--- src/sv/lcg_pkg.sv ---
`timescale 1ns / 1ps

package lcg_pkg;

  // default grid size
  localparam int LCG_GRID_ROWS = 32;
  localparam int LCG_GRID_COLS = 32;

  // command codes
  localparam logic [1:0] CMD_WRITE   = 2'd0;
  localparam logic [1:0] CMD_ADVANCE = 2'd1;
  localparam logic [1:0] CMD_READ    = 2'd2;

  typedef struct packed {
    logic [1:0] command;
    logic [4:0] row_index;
    logic [4:0] col_index;
    logic       cell_in;
  } lcg_in_t;

  typedef struct packed {
    logic cell_out;
  } lcg_out_t;

  typedef enum logic [2:0] {
    ST_CLEAR,
    ST_IDLE,
    ST_ACCESS,
    ST_ADV_FIRST,
    ST_ADV_LAST,
    ST_ADV_ROW,
    ST_FINISH
  } state_e;

endpackage

--- src/sv/lcg_stream_if.sv ---
`timescale 1ns / 1ps

interface lcg_stream_if #(
  parameter type payload_t = logic
) ();
  logic     valid;
  logic     ready;
  payload_t payload;

  modport source (output valid, output payload, input ready);
  modport sink (input valid, input payload, output ready);
endinterface

--- src/sv/lcg_ram.sv ---
`timescale 1ns / 1ps

module lcg_ram #(
  parameter int WIDTH = 32,
  parameter int DEPTH = 32
) (
  input  logic                     clk_i,
  input  logic                     we_i,
  input  logic [$clog2(DEPTH)-1:0] waddr_i,
  input  logic [WIDTH-1:0]         wdata_i,
  input  logic                     re_i,
  input  logic [$clog2(DEPTH)-1:0] raddr_i,
  output logic [WIDTH-1:0]         rdata_o
);

  logic [WIDTH-1:0] mem_q [DEPTH];
  logic [WIDTH-1:0] rdata_q;

  always_ff @(posedge clk_i) begin
    if (we_i) begin
      mem_q[waddr_i] <= wdata_i;
    end
    if (re_i) begin
      rdata_q <= mem_q[raddr_i];
    end
  end

  assign rdata_o = rdata_q;

endmodule

--- src/sv/lcg_row_unit.sv ---
`timescale 1ns / 1ps

module lcg_row_unit #(
  parameter int GRID_COLS = 32
) (
  input  logic [GRID_COLS-1:0] up_i,
  input  logic [GRID_COLS-1:0] cur_i,
  input  logic [GRID_COLS-1:0] down_i,
  output logic [GRID_COLS-1:0] next_o
);

  // one neighbour counter and rule per column, all columns in parallel
  for (genvar c = 0; c < GRID_COLS; c++) begin : g_col
    localparam int L = (c + GRID_COLS - 1) % GRID_COLS;
    localparam int R = (c + 1) % GRID_COLS;
    logic [3:0] count;

    assign count = 4'(up_i[L]) + 4'(up_i[c]) + 4'(up_i[R])
                 + 4'(cur_i[L]) + 4'(cur_i[R])
                 + 4'(down_i[L]) + 4'(down_i[c]) + 4'(down_i[R]);

    // birth on three, survival on two or three
    assign next_o[c] = (count == 4'd3) || (cur_i[c] && (count == 4'd2));
  end

endmodule

--- src/sv/life_toroidal_generation_top.sv ---
`timescale 1ns / 1ps

// game of life (b3/s23) on a torus of GRID_ROWS x GRID_COLS cells
// in_i carries one command per beat: write cell, read cell or advance one
// generation; out_o returns one beat per command with the addressed cell
// (0 for advance, unknown commands and addresses outside the grid)
// rows live in one ram, one word per row; a generation runs one row per
// cycle through a single row update unit that handles all columns at once
// flow from acceptance to result: a write or read in the grid reads its row from
//   the ram, then writes the changed bit back or picks the read bit, then finishes;
//   an unknown command or an address outside the grid goes straight to finish;
//   an advance reads the two wrap rows, row 0 and the last row, then does
//   one ram read and write per row, then finishes
// one command is in work at a time; in_i.ready is high only while idle, so no
// new command is taken until the last result has gone into the output register
// after reset a clearing pass writes every row dead, with in_i.ready low
// the result sits in an output register; when out_o stalls the block holds
// the next finished result until the register frees up
module life_toroidal_generation_top
  import lcg_pkg::*;
#(
  parameter int GRID_ROWS = LCG_GRID_ROWS,
  parameter int GRID_COLS = LCG_GRID_COLS
) (
  input  logic         clk_i,
  input  logic         rst_ni,
  lcg_stream_if.sink   in_i,
  lcg_stream_if.source out_o
);

  localparam int RowW = $clog2(GRID_ROWS);
  localparam int ColW = $clog2(GRID_COLS);

  state_e state_q, state_d;

  // row counter, shared by the clearing pass and the advance sweep
  logic [RowW-1:0] cnt_q, cnt_d;
  logic            cnt_last;

  // latched command
  logic [1:0]      cmd_q, cmd_d;
  logic [RowW-1:0] row_q, row_d;
  logic [ColW-1:0] col_q, col_d;
  logic            cell_q, cell_d;
  logic            value_q, value_d;

  // wrap rows and the sliding window of old rows
  logic [GRID_COLS-1:0] first_q, first_d;
  logic [GRID_COLS-1:0] prior_q, prior_d;
  logic [GRID_COLS-1:0] cur_q, cur_d;
  logic [GRID_COLS-1:0] down;
  logic [GRID_COLS-1:0] next_row;

  // output register
  logic out_valid_q, out_valid_d;
  logic cell_out_q, cell_out_d;

  // ram port
  logic                 ram_we;
  logic [RowW-1:0]      ram_waddr;
  logic [GRID_COLS-1:0] ram_wdata;
  logic                 ram_re;
  logic [RowW-1:0]      ram_raddr;
  logic [GRID_COLS-1:0] ram_rdata;

  logic in_fire;
  logic in_grid;
  logic out_free;
  logic next_readable;

  assign in_i.ready = (state_q == ST_IDLE);
  assign in_fire    = in_i.valid && in_i.ready;
  assign in_grid    = (32'(in_i.payload.row_index) < 32'(GRID_ROWS))
                   && (32'(in_i.payload.col_index) < 32'(GRID_COLS));
  assign out_free   = !out_valid_q || out_o.ready;
  assign cnt_last   = (cnt_q == RowW'(GRID_ROWS - 1));

  // row cnt+2 is prefetched while row cnt is written
  assign next_readable = (32'(cnt_q) + 32'd2) < 32'(GRID_ROWS);

  // the last row wraps to the saved old row 0
  assign down = cnt_last ? first_q : ram_rdata;

  lcg_ram #(
    .WIDTH (GRID_COLS),
    .DEPTH (GRID_ROWS)
  ) u_grid (
    .clk_i   (clk_i),
    .we_i    (ram_we),
    .waddr_i (ram_waddr),
    .wdata_i (ram_wdata),
    .re_i    (ram_re),
    .raddr_i (ram_raddr),
    .rdata_o (ram_rdata)
  );

  lcg_row_unit #(
    .GRID_COLS (GRID_COLS)
  ) u_row (
    .up_i   (prior_q),
    .cur_i  (cur_q),
    .down_i (down),
    .next_o (next_row)
  );

  // next state
  always_comb begin
    state_d = state_q;
    unique case (state_q)
      ST_CLEAR: begin
        if (cnt_last) state_d = ST_IDLE;
      end
      ST_IDLE: begin
        if (in_fire) begin
          unique case (in_i.payload.command) inside
            CMD_WRITE, CMD_READ: state_d = in_grid ? ST_ACCESS : ST_FINISH;
            CMD_ADVANCE:         state_d = ST_ADV_FIRST;
            default:             state_d = ST_FINISH;
          endcase
        end
      end
      ST_ACCESS:    state_d = ST_FINISH;
      ST_ADV_FIRST: state_d = ST_ADV_LAST;
      ST_ADV_LAST:  state_d = ST_ADV_ROW;
      ST_ADV_ROW: begin
        if (cnt_last) state_d = ST_FINISH;
      end
      ST_FINISH: begin
        if (out_free) state_d = ST_IDLE;
      end
      default: state_d = ST_IDLE;
    endcase
  end

  // datapath and ram control
  always_comb begin
    cnt_d       = cnt_q;
    cmd_d       = cmd_q;
    row_d       = row_q;
    col_d       = col_q;
    cell_d      = cell_q;
    value_d     = value_q;
    first_d     = first_q;
    prior_d     = prior_q;
    cur_d       = cur_q;
    out_valid_d = out_valid_q && !out_o.ready;
    cell_out_d  = cell_out_q;
    ram_we      = 1'b0;
    ram_waddr   = cnt_q;
    ram_wdata   = '0;
    ram_re      = 1'b0;
    ram_raddr   = cnt_q;

    unique case (state_q)
      ST_CLEAR: begin
        ram_we = 1'b1;
        cnt_d  = cnt_last ? '0 : cnt_q + RowW'(1);
      end
      ST_IDLE: begin
        if (in_fire) begin
          cmd_d   = in_i.payload.command;
          row_d   = RowW'(in_i.payload.row_index);
          col_d   = ColW'(in_i.payload.col_index);
          cell_d  = in_i.payload.cell_in;
          value_d = 1'b0;
          ram_re  = 1'b1;
          ram_raddr = (in_i.payload.command == CMD_ADVANCE) ? '0
                                                            : RowW'(in_i.payload.row_index);
        end
      end
      ST_ACCESS: begin
        if (cmd_q == CMD_WRITE) begin
          // read-modify-write of one bit in the row
          ram_we           = 1'b1;
          ram_waddr        = row_q;
          ram_wdata        = ram_rdata;
          ram_wdata[col_q] = cell_q;
          value_d          = cell_q;
        end else begin
          value_d = ram_rdata[col_q];
        end
      end
      ST_ADV_FIRST: begin
        first_d   = ram_rdata;
        cur_d     = ram_rdata;
        ram_re    = 1'b1;
        ram_raddr = RowW'(GRID_ROWS - 1);
      end
      ST_ADV_LAST: begin
        prior_d   = ram_rdata;
        ram_re    = 1'b1;
        ram_raddr = RowW'(1);
        cnt_d     = '0;
      end
      ST_ADV_ROW: begin
        ram_we    = 1'b1;
        ram_waddr = cnt_q;
        ram_wdata = next_row;
        prior_d   = cur_q;
        cur_d     = down;
        ram_re    = next_readable;
        ram_raddr = cnt_q + RowW'(2);
        cnt_d     = cnt_last ? '0 : cnt_q + RowW'(1);
      end
      ST_FINISH: begin
        if (out_free) begin
          out_valid_d = 1'b1;
          cell_out_d  = value_q;
        end
      end
      default: ;
    endcase
  end

  always_ff @(posedge clk_i or negedge rst_ni) begin
    if (!rst_ni) begin
      state_q     <= ST_CLEAR;
      cnt_q       <= '0;
      out_valid_q <= 1'b0;
    end else begin
      state_q     <= state_d;
      cnt_q       <= cnt_d;
      out_valid_q <= out_valid_d;
    end
  end

  always_ff @(posedge clk_i) begin
    cmd_q      <= cmd_d;
    row_q      <= row_d;
    col_q      <= col_d;
    cell_q     <= cell_d;
    value_q    <= value_d;
    first_q    <= first_d;
    prior_q    <= prior_d;
    cur_q      <= cur_d;
    cell_out_q <= cell_out_d;
  end

  assign out_o.valid            = out_valid_q;
  assign out_o.payload.cell_out = cell_out_q;

`ifndef SYNTHESIS
  // one command in work at a time
  a_one_in_flight: assert property (@(posedge clk_i) disable iff (!rst_ni)
    in_i.valid && in_i.ready |=> !in_i.ready)
    else $error("input accepted while a command is in work");

  // the clearing pass writes dead rows only
  a_clear_zero: assert property (@(posedge clk_i) disable iff (!rst_ni)
    state_q == ST_CLEAR |-> ram_we && (ram_wdata == '0))
    else $error("clearing pass wrote a live cell");

  // a result beat only comes out of the finish step
  a_result_source: assert property (@(posedge clk_i) disable iff (!rst_ni)
    $rose(out_valid_q) |-> $past(state_q) == ST_FINISH)
    else $error("result raised outside the finish step");

  // an advance always reaches finish through the full row sweep
  a_adv_sweep: assert property (@(posedge clk_i) disable iff (!rst_ni)
    state_q == ST_ADV_ROW && state_d == ST_FINISH |-> cnt_last)
    else $error("advance ended before the last row");
`endif

endmodule

--- src/flat_wrapper.sv ---
// flat-port wrapper written by rule: the top's interface ports become plain ports
module life_toroidal_generation_top_flat import lcg_pkg::*;
#(
  parameter int GRID_ROWS = LCG_GRID_ROWS,
  parameter int GRID_COLS = LCG_GRID_COLS
)
  (clk_i, rst_ni, in_i_valid, in_i_payload, in_i_ready, out_o_valid, out_o_payload, out_o_ready);
  lcg_stream_if #(.payload_t(lcg_in_t)) in_i_i ();
  lcg_stream_if #(.payload_t(lcg_out_t)) out_o_i ();
  input  logic clk_i;
  input  logic rst_ni;
  input wire logic [$bits(in_i_i.valid)-1:0] in_i_valid;
  input wire logic [$bits(in_i_i.payload)-1:0] in_i_payload;
  output wire logic [$bits(in_i_i.ready)-1:0] in_i_ready;
  output wire logic [$bits(out_o_i.valid)-1:0] out_o_valid;
  output wire logic [$bits(out_o_i.payload)-1:0] out_o_payload;
  input wire logic [$bits(out_o_i.ready)-1:0] out_o_ready;
  assign in_i_i.valid = in_i_valid;
  assign in_i_i.payload = in_i_payload;
  assign in_i_ready = in_i_i.ready;
  assign out_o_valid = out_o_i.valid;
  assign out_o_payload = out_o_i.payload;
  assign out_o_i.ready = out_o_ready;
  life_toroidal_generation_top #(.GRID_ROWS(GRID_ROWS), .GRID_COLS(GRID_COLS)) u_core (.clk_i(clk_i), .rst_ni(rst_ni), .in_i(in_i_i), .out_o(out_o_i));
endmodule
--- config.mk ---
export PLATFORM = sky130hd
export DESIGN_NAME = life_toroidal_generation_top_flat
export DESIGN_NICKNAME = d
export VERILOG_FILES = /design/src/sv/lcg_pkg.sv /design/src/sv/lcg_stream_if.sv /design/src/sv/lcg_ram.sv /design/src/sv/lcg_row_unit.sv /design/src/sv/life_toroidal_generation_top.sv /design/src/flat_wrapper.sv
export SDC_FILE = /design/constraint.sdc
export NUM_CORES = 2
export LEC_CHECK = 0
export ABC_AREA = 1
export ABC_CLOCK_PERIOD_IN_PS = 6500
export BUFFER_PORTS_ARGS = -buffer_cell sky130_fd_sc_hd__buf_2
export CAP_MARGIN = 40
export CELL_PAD_IN_SITES_DETAIL_PLACEMENT = 0
export CELL_PAD_IN_SITES_GLOBAL_PLACEMENT = 1
export CORE_MARGIN = 4
export CORE_UTILIZATION = 25
export DETAILED_ROUTE_END_ITERATION = 16
export PLACE_DENSITY = 0.51
export SETUP_SLACK_MARGIN = 0.3
export SLEW_MARGIN = 20
export SYNTH_ARGS = -nofsm -noshare
export SYNTH_HDL_FRONTEND = slang
export SYNTH_HIERARCHICAL = 1
export SYNTH_SLANG_ARGS = --single-unit
export TNS_END_PERCENT = 100
--- constraint.sdc ---
create_clock -name clk_i -period 6.5 [get_ports clk_i]
set_input_delay 0.325 -clock clk_i [delete_from_list [all_inputs] [get_ports clk_i]]
set_output_delay 0.325 -clock clk_i [all_outputs]
set_load 0.05 [all_outputs]
==> metrics.txt <==
# TYPE chip_impl_metric gauge
chip_impl_info{name="outcome",value="finished, final reports clean"} 1
chip_impl_info{name="worst_setup_path_start_kind",value="register"} 1
chip_impl_info{name="path_cells",value="ha_1, nand2_1, nor2_1, ha_2, buf_4, nand2_1, o21ai_0, inv_1, fa_1, fa_1, inv_1, ha_1, fa_1, nand3_1, a21oi_1, nand2_1, nand2_1, buf_8"} 1
chip_impl_metric{name="grt_start_max_net_pins",unit=""} 164
chip_impl_metric{name="synth.ff_latch_count",unit=""} 1176
chip_impl_info{name="synth.most_common_cell",value="sky130_fd_sc_hd__nand2_1"} 1
chip_impl_metric{name="grt_antenna_before_repair",unit=""} 7
chip_impl_info{name="worst_hold_path_type",value="input pin to register"} 1
chip_impl_metric{name="worst_setup_hold_path_clk_slew",unit="ns"} 0.06
chip_impl_metric{name="syn-cell-area",unit="mm2"} 0.0550
chip_impl_metric{name="effective_utilization_at_floorplan",unit=""} 0.252
chip_impl_metric{name="crit_path_max_fanout",unit=""} 18
chip_impl_metric{name="std_cell_rows",unit=""} 171
chip_impl_metric{name="cts_buffer_depth",unit=""} 3
chip_impl_metric{name="numClockSinks",unit=""} 1176
chip_impl_metric{name="design.portCount",unit=""} 20
chip_impl_metric{name="post_drt_wl_per_cell",unit="um"} 20.7
chip_impl_info{name="path_class",value="register to register"} 1
chip_impl_info{name="clock_tree_from_tritoncts",value="done"} 1
chip_impl_metric{name="mappedNetlistNets",unit=""} 5267
chip_impl_info{name="critical-path-top-cell-by-count",value="sky130_fd_sc_hd__nand2_1"} 1
chip_impl_metric{name="ant_nets",unit=""} 0
chip_impl_info{name="critical-path-slowest-cell",value="sky130_fd_sc_hd__fa_1"} 1
chip_impl_metric{name="slowest_delay",unit="ns"} 0.54
chip_impl_metric{name="clock-skew-final",unit="ns"} 0.0286
chip_impl_metric{name="grt_first_pass_wirelength",unit="um"} 247000
chip_impl_metric{name="synth.avg_cell_area",unit="um2"} 11.0
chip_impl_metric{name="layout_min_cycle_time",unit="ns"} 4.85
chip_impl_metric{name="worst_ep_required_time",unit="ns"} 7.11
chip_impl_info{name="yosys-top-cells-area",value="sky130_fd_sc_hd__edfxtp_1 64%, sky130_fd_sc_hd__nand2_1 12%, sky130_fd_sc_hd__nand3_1 7.8%, sky130_fd_sc_hd__fa_1 4.7%, sky130_fd_sc_hd__inv_1 2.6%"} 1
chip_impl_metric{name="coreArea",unit="mm2"} 0.218
chip_impl_metric{name="finalHoldViolations",unit=""} 0
chip_impl_metric{name="number_of_warnings_reported_in_the_yosys_synthesis_log",unit=""} 6
chip_impl_info{name="ctsRootBufferMaster",value="sky130_fd_sc_hd__clkbuf_16"} 1
chip_impl_metric{name="final_max_slew_viol_count",unit=""} 0
chip_impl_metric{name="relSlewSlack",unit=""} 0.427
chip_impl_metric{name="overflow",unit=""} 0
chip_impl_info{name="synth.cells.most_frequent",value="1806 x sky130_fd_sc_hd__nand2_1, 1167 x sky130_fd_sc_hd__edfxtp_1, 854 x sky130_fd_sc_hd__nand3_1"} 1
chip_impl_metric{name="grt.total_usage",unit=""} 0.144
chip_impl_metric{name="min_period_over_period",unit=""} 0.746
chip_impl_metric{name="synth_top_area_frac",unit=""} 0.637
chip_impl_metric{name="async_reset_ff_frac",unit=""} 0.00765
chip_impl_metric{name="syn-instance-count",unit=""} 5023
chip_impl_metric{name="fp.dieArea",unit="mm2"} 0.228
chip_impl_metric{name="floorplan.die.height",unit="um"} 477
chip_impl_info{name="synth_area_leader_cell",value="sky130_fd_sc_hd__edfxtp_1"} 1
chip_impl_metric{name="syn_to_final_growth",unit="%"} 14.5
chip_impl_info{name="critPathTopFamily",value="adder cells"} 1
chip_impl_metric{name="final_routed_drc_violation_total",unit=""} 0
chip_impl_metric{name="final_setup_violations",unit=""} 0
chip_impl_metric{name="cts.repair_timing.setup_buffer_count",unit=""} 0
chip_impl_metric{name="final.setup.worst_slack",unit="ns"} 1.65
chip_impl_metric{name="vias_per_cell",unit=""} 4.45
chip_impl_metric{name="io_buffer_count",unit=""} 19
chip_impl_metric{name="post-dp-hpwl",unit="um"} 93500
chip_impl_metric{name="wirelength",unit="um"} 166000
chip_impl_metric{name="worstMarginPinSlew",unit="ns"} 0.860
chip_impl_metric{name="number_of_global_route_vias_before_repair",unit=""} 35500
chip_impl_metric{name="maxClockFrequency",unit="MHz"} 206
chip_impl_metric{name="cp.arrival",unit="ns"} 5.46
chip_impl_metric{name="cts_made_buffers",unit=""} 134
chip_impl_metric{name="worst_skew_pair.late_latency",unit="ns"} 0.79
chip_impl_metric{name="die_x",unit="um"} 477
chip_impl_metric{name="number_of_enable_flip_flop_cells_after_synthesis",unit=""} 1167
chip_impl_info{name="synth_top_flop_cell",value="sky130_fd_sc_hd__edfxtp_1"} 1
chip_impl_info{name="cp-end-kind",value="register"} 1
chip_impl_metric{name="post_route_cells_drive_above_1_share",unit=""} 0.0775
chip_impl_metric{name="h-tree-depth",unit=""} 4
chip_impl_metric{name="tns",unit="ns"} 0
chip_impl_metric{name="dp_worst_setup_slack",unit="ns"} 1.59
chip_impl_info{name="unrepaired_setup_endpoints_after_global_routing",value="false"} 1
chip_impl_metric{name="yosysSeqAreaShare",unit=""} 0.641
chip_impl_metric{name="final_nets",unit=""} 5307
chip_impl_metric{name="routed-via-count",unit=""} 35700
chip_impl_metric{name="max_capacitance_violation_count",unit=""} 0
chip_impl_metric{name="routabilityCongestion",unit=""} 0.765
chip_impl_metric{name="drt-initial-drc-count",unit=""} 2488
chip_impl_metric{name="synth.distinct_cells",unit=""} 39
chip_impl_metric{name="drt_pre_antenna_iters",unit=""} 5
chip_impl_metric{name="critPathBufInv",unit=""} 4
==> through the flow <==
step / hold WS, ns / utilization / instances / area, um2
5_1_grt: 0.233 / 0.289 / 8019 / 63000
3_5_place_dp: 0.250 / 0.269 / 7763 / 58600
6_report: 0.283 / 0.289 / 8022 / 63000
4_1_cts: 0.202 / 0.289 / 8017 / 63000
3_3_place_gp: 0.245 / 0.268 / 7745 / 58300
2_1_floorplan: 0.0294 / - / 5023 / 55000
==> layer usage <==
| metal | track usage | part of all wire | up-vias |
|---|---|---|---|
| met1 | 0.196 | 0.47 | 17800 |
| met5 | 0 | 0.00012 | - |
| met3 | 0.0230 | 0.036 | 193 |
| met2 | 0.242 | 0.48 | 577 |
| met4 | 0.0335 | 0.021 | 2 |
| li1 | - | - | 17100 |
==> state kept, by name, indices dropped and copies added (netlist names), 3 cells and up <==
name,flops
u_core/row_q,5
u_core/col_q,5
u_core/cnt_q,5
u_core/cur_q,32
u_core/u_grid/rdata_o,32
u_core/prior_q,32
u_core/u_grid/mem_q,1024
u_core/state_q,3
u_core/first_q,32
==> what timing repair did <==
| action | in CTS | in global routing |
|---|---|---|
| endpoints found under the hold margin | 27 | 0 |
| hold buffers | 17 | 0 |
| gates resized for setup | 0 | 0 |
==> layout by cell type, fill, tap and decap left out, types with 61 or more instances in the layout <==
cell type / n
sky130_fd_sc_hd__nand3_1: 853
sky130_fd_sc_hd__a21oi_1: 61
sky130_fd_sc_hd__fa_1: 128
sky130_fd_sc_hd__o21ai_0: 123
sky130_fd_sc_hd__edfxtp_1: 1167
sky130_fd_sc_hd__clkbuf_16: 135
sky130_fd_sc_hd__buf_4: 84
sky130_fd_sc_hd__ha_1: 98
sky130_fd_sc_hd__inv_1: 387
sky130_fd_sc_hd__nand2_1: 1803
==> cell families (layout without fill, tap and decap cells) <==
kind of cell / after synthesis / after routing / synth area share
flip-flops: 1176 / 1176 / 0.641
XOR/XNOR: 2 / 2 / 0.000319
other: 0 / 4 / 0
adder cells (fa/ha/maj): 227 / 227 / 0.0691
buffers and inverters: 653 / 794 / 0.0596
AO/OA/AOI/OAI: 228 / 228 / 0.0221
AND/OR/NAND/NOR: 2737 / 2737 / 0.208
==> path summary, 6_finish.rpt <==
check | from | end | slack (ns) | cells after the start
worst max-delay path | u_core/cnt_q[0] | u_core/u_grid/mem_q[10][3] | 1.65 | 18
worst min-delay path | in_i_payload[1] | u_core/col_q[0] | 0.28 | 2
worst max register to register | u_core/cnt_q[0] | u_core/u_grid/mem_q[10][3] | 1.65 | 18
worst min register to register | u_core/value_q | u_core/out_o.payload | 0.43 | 0
max in group asynchronous | rst_ni | u_core/state_q[0] | 5.48 | 3
min in group asynchronous | rst_ni | u_core/cnt_q[2] | 0.66 | 3
==> area by class of cell <==
cell class	instances	area, um2
sequential	1176	35300
multi-input combinational	3194	16800
antenna	4	10.0
tap	2854	3570
inverter	398	1530
clock inverter	73	658
clock buffer	164	3520
fill	22400	155000
timing repair buffer	159	1630
Power is left out: the tool's default activity adds up to more than one toggle a clock period on the data nets, which glitch-free logic cannot reach.
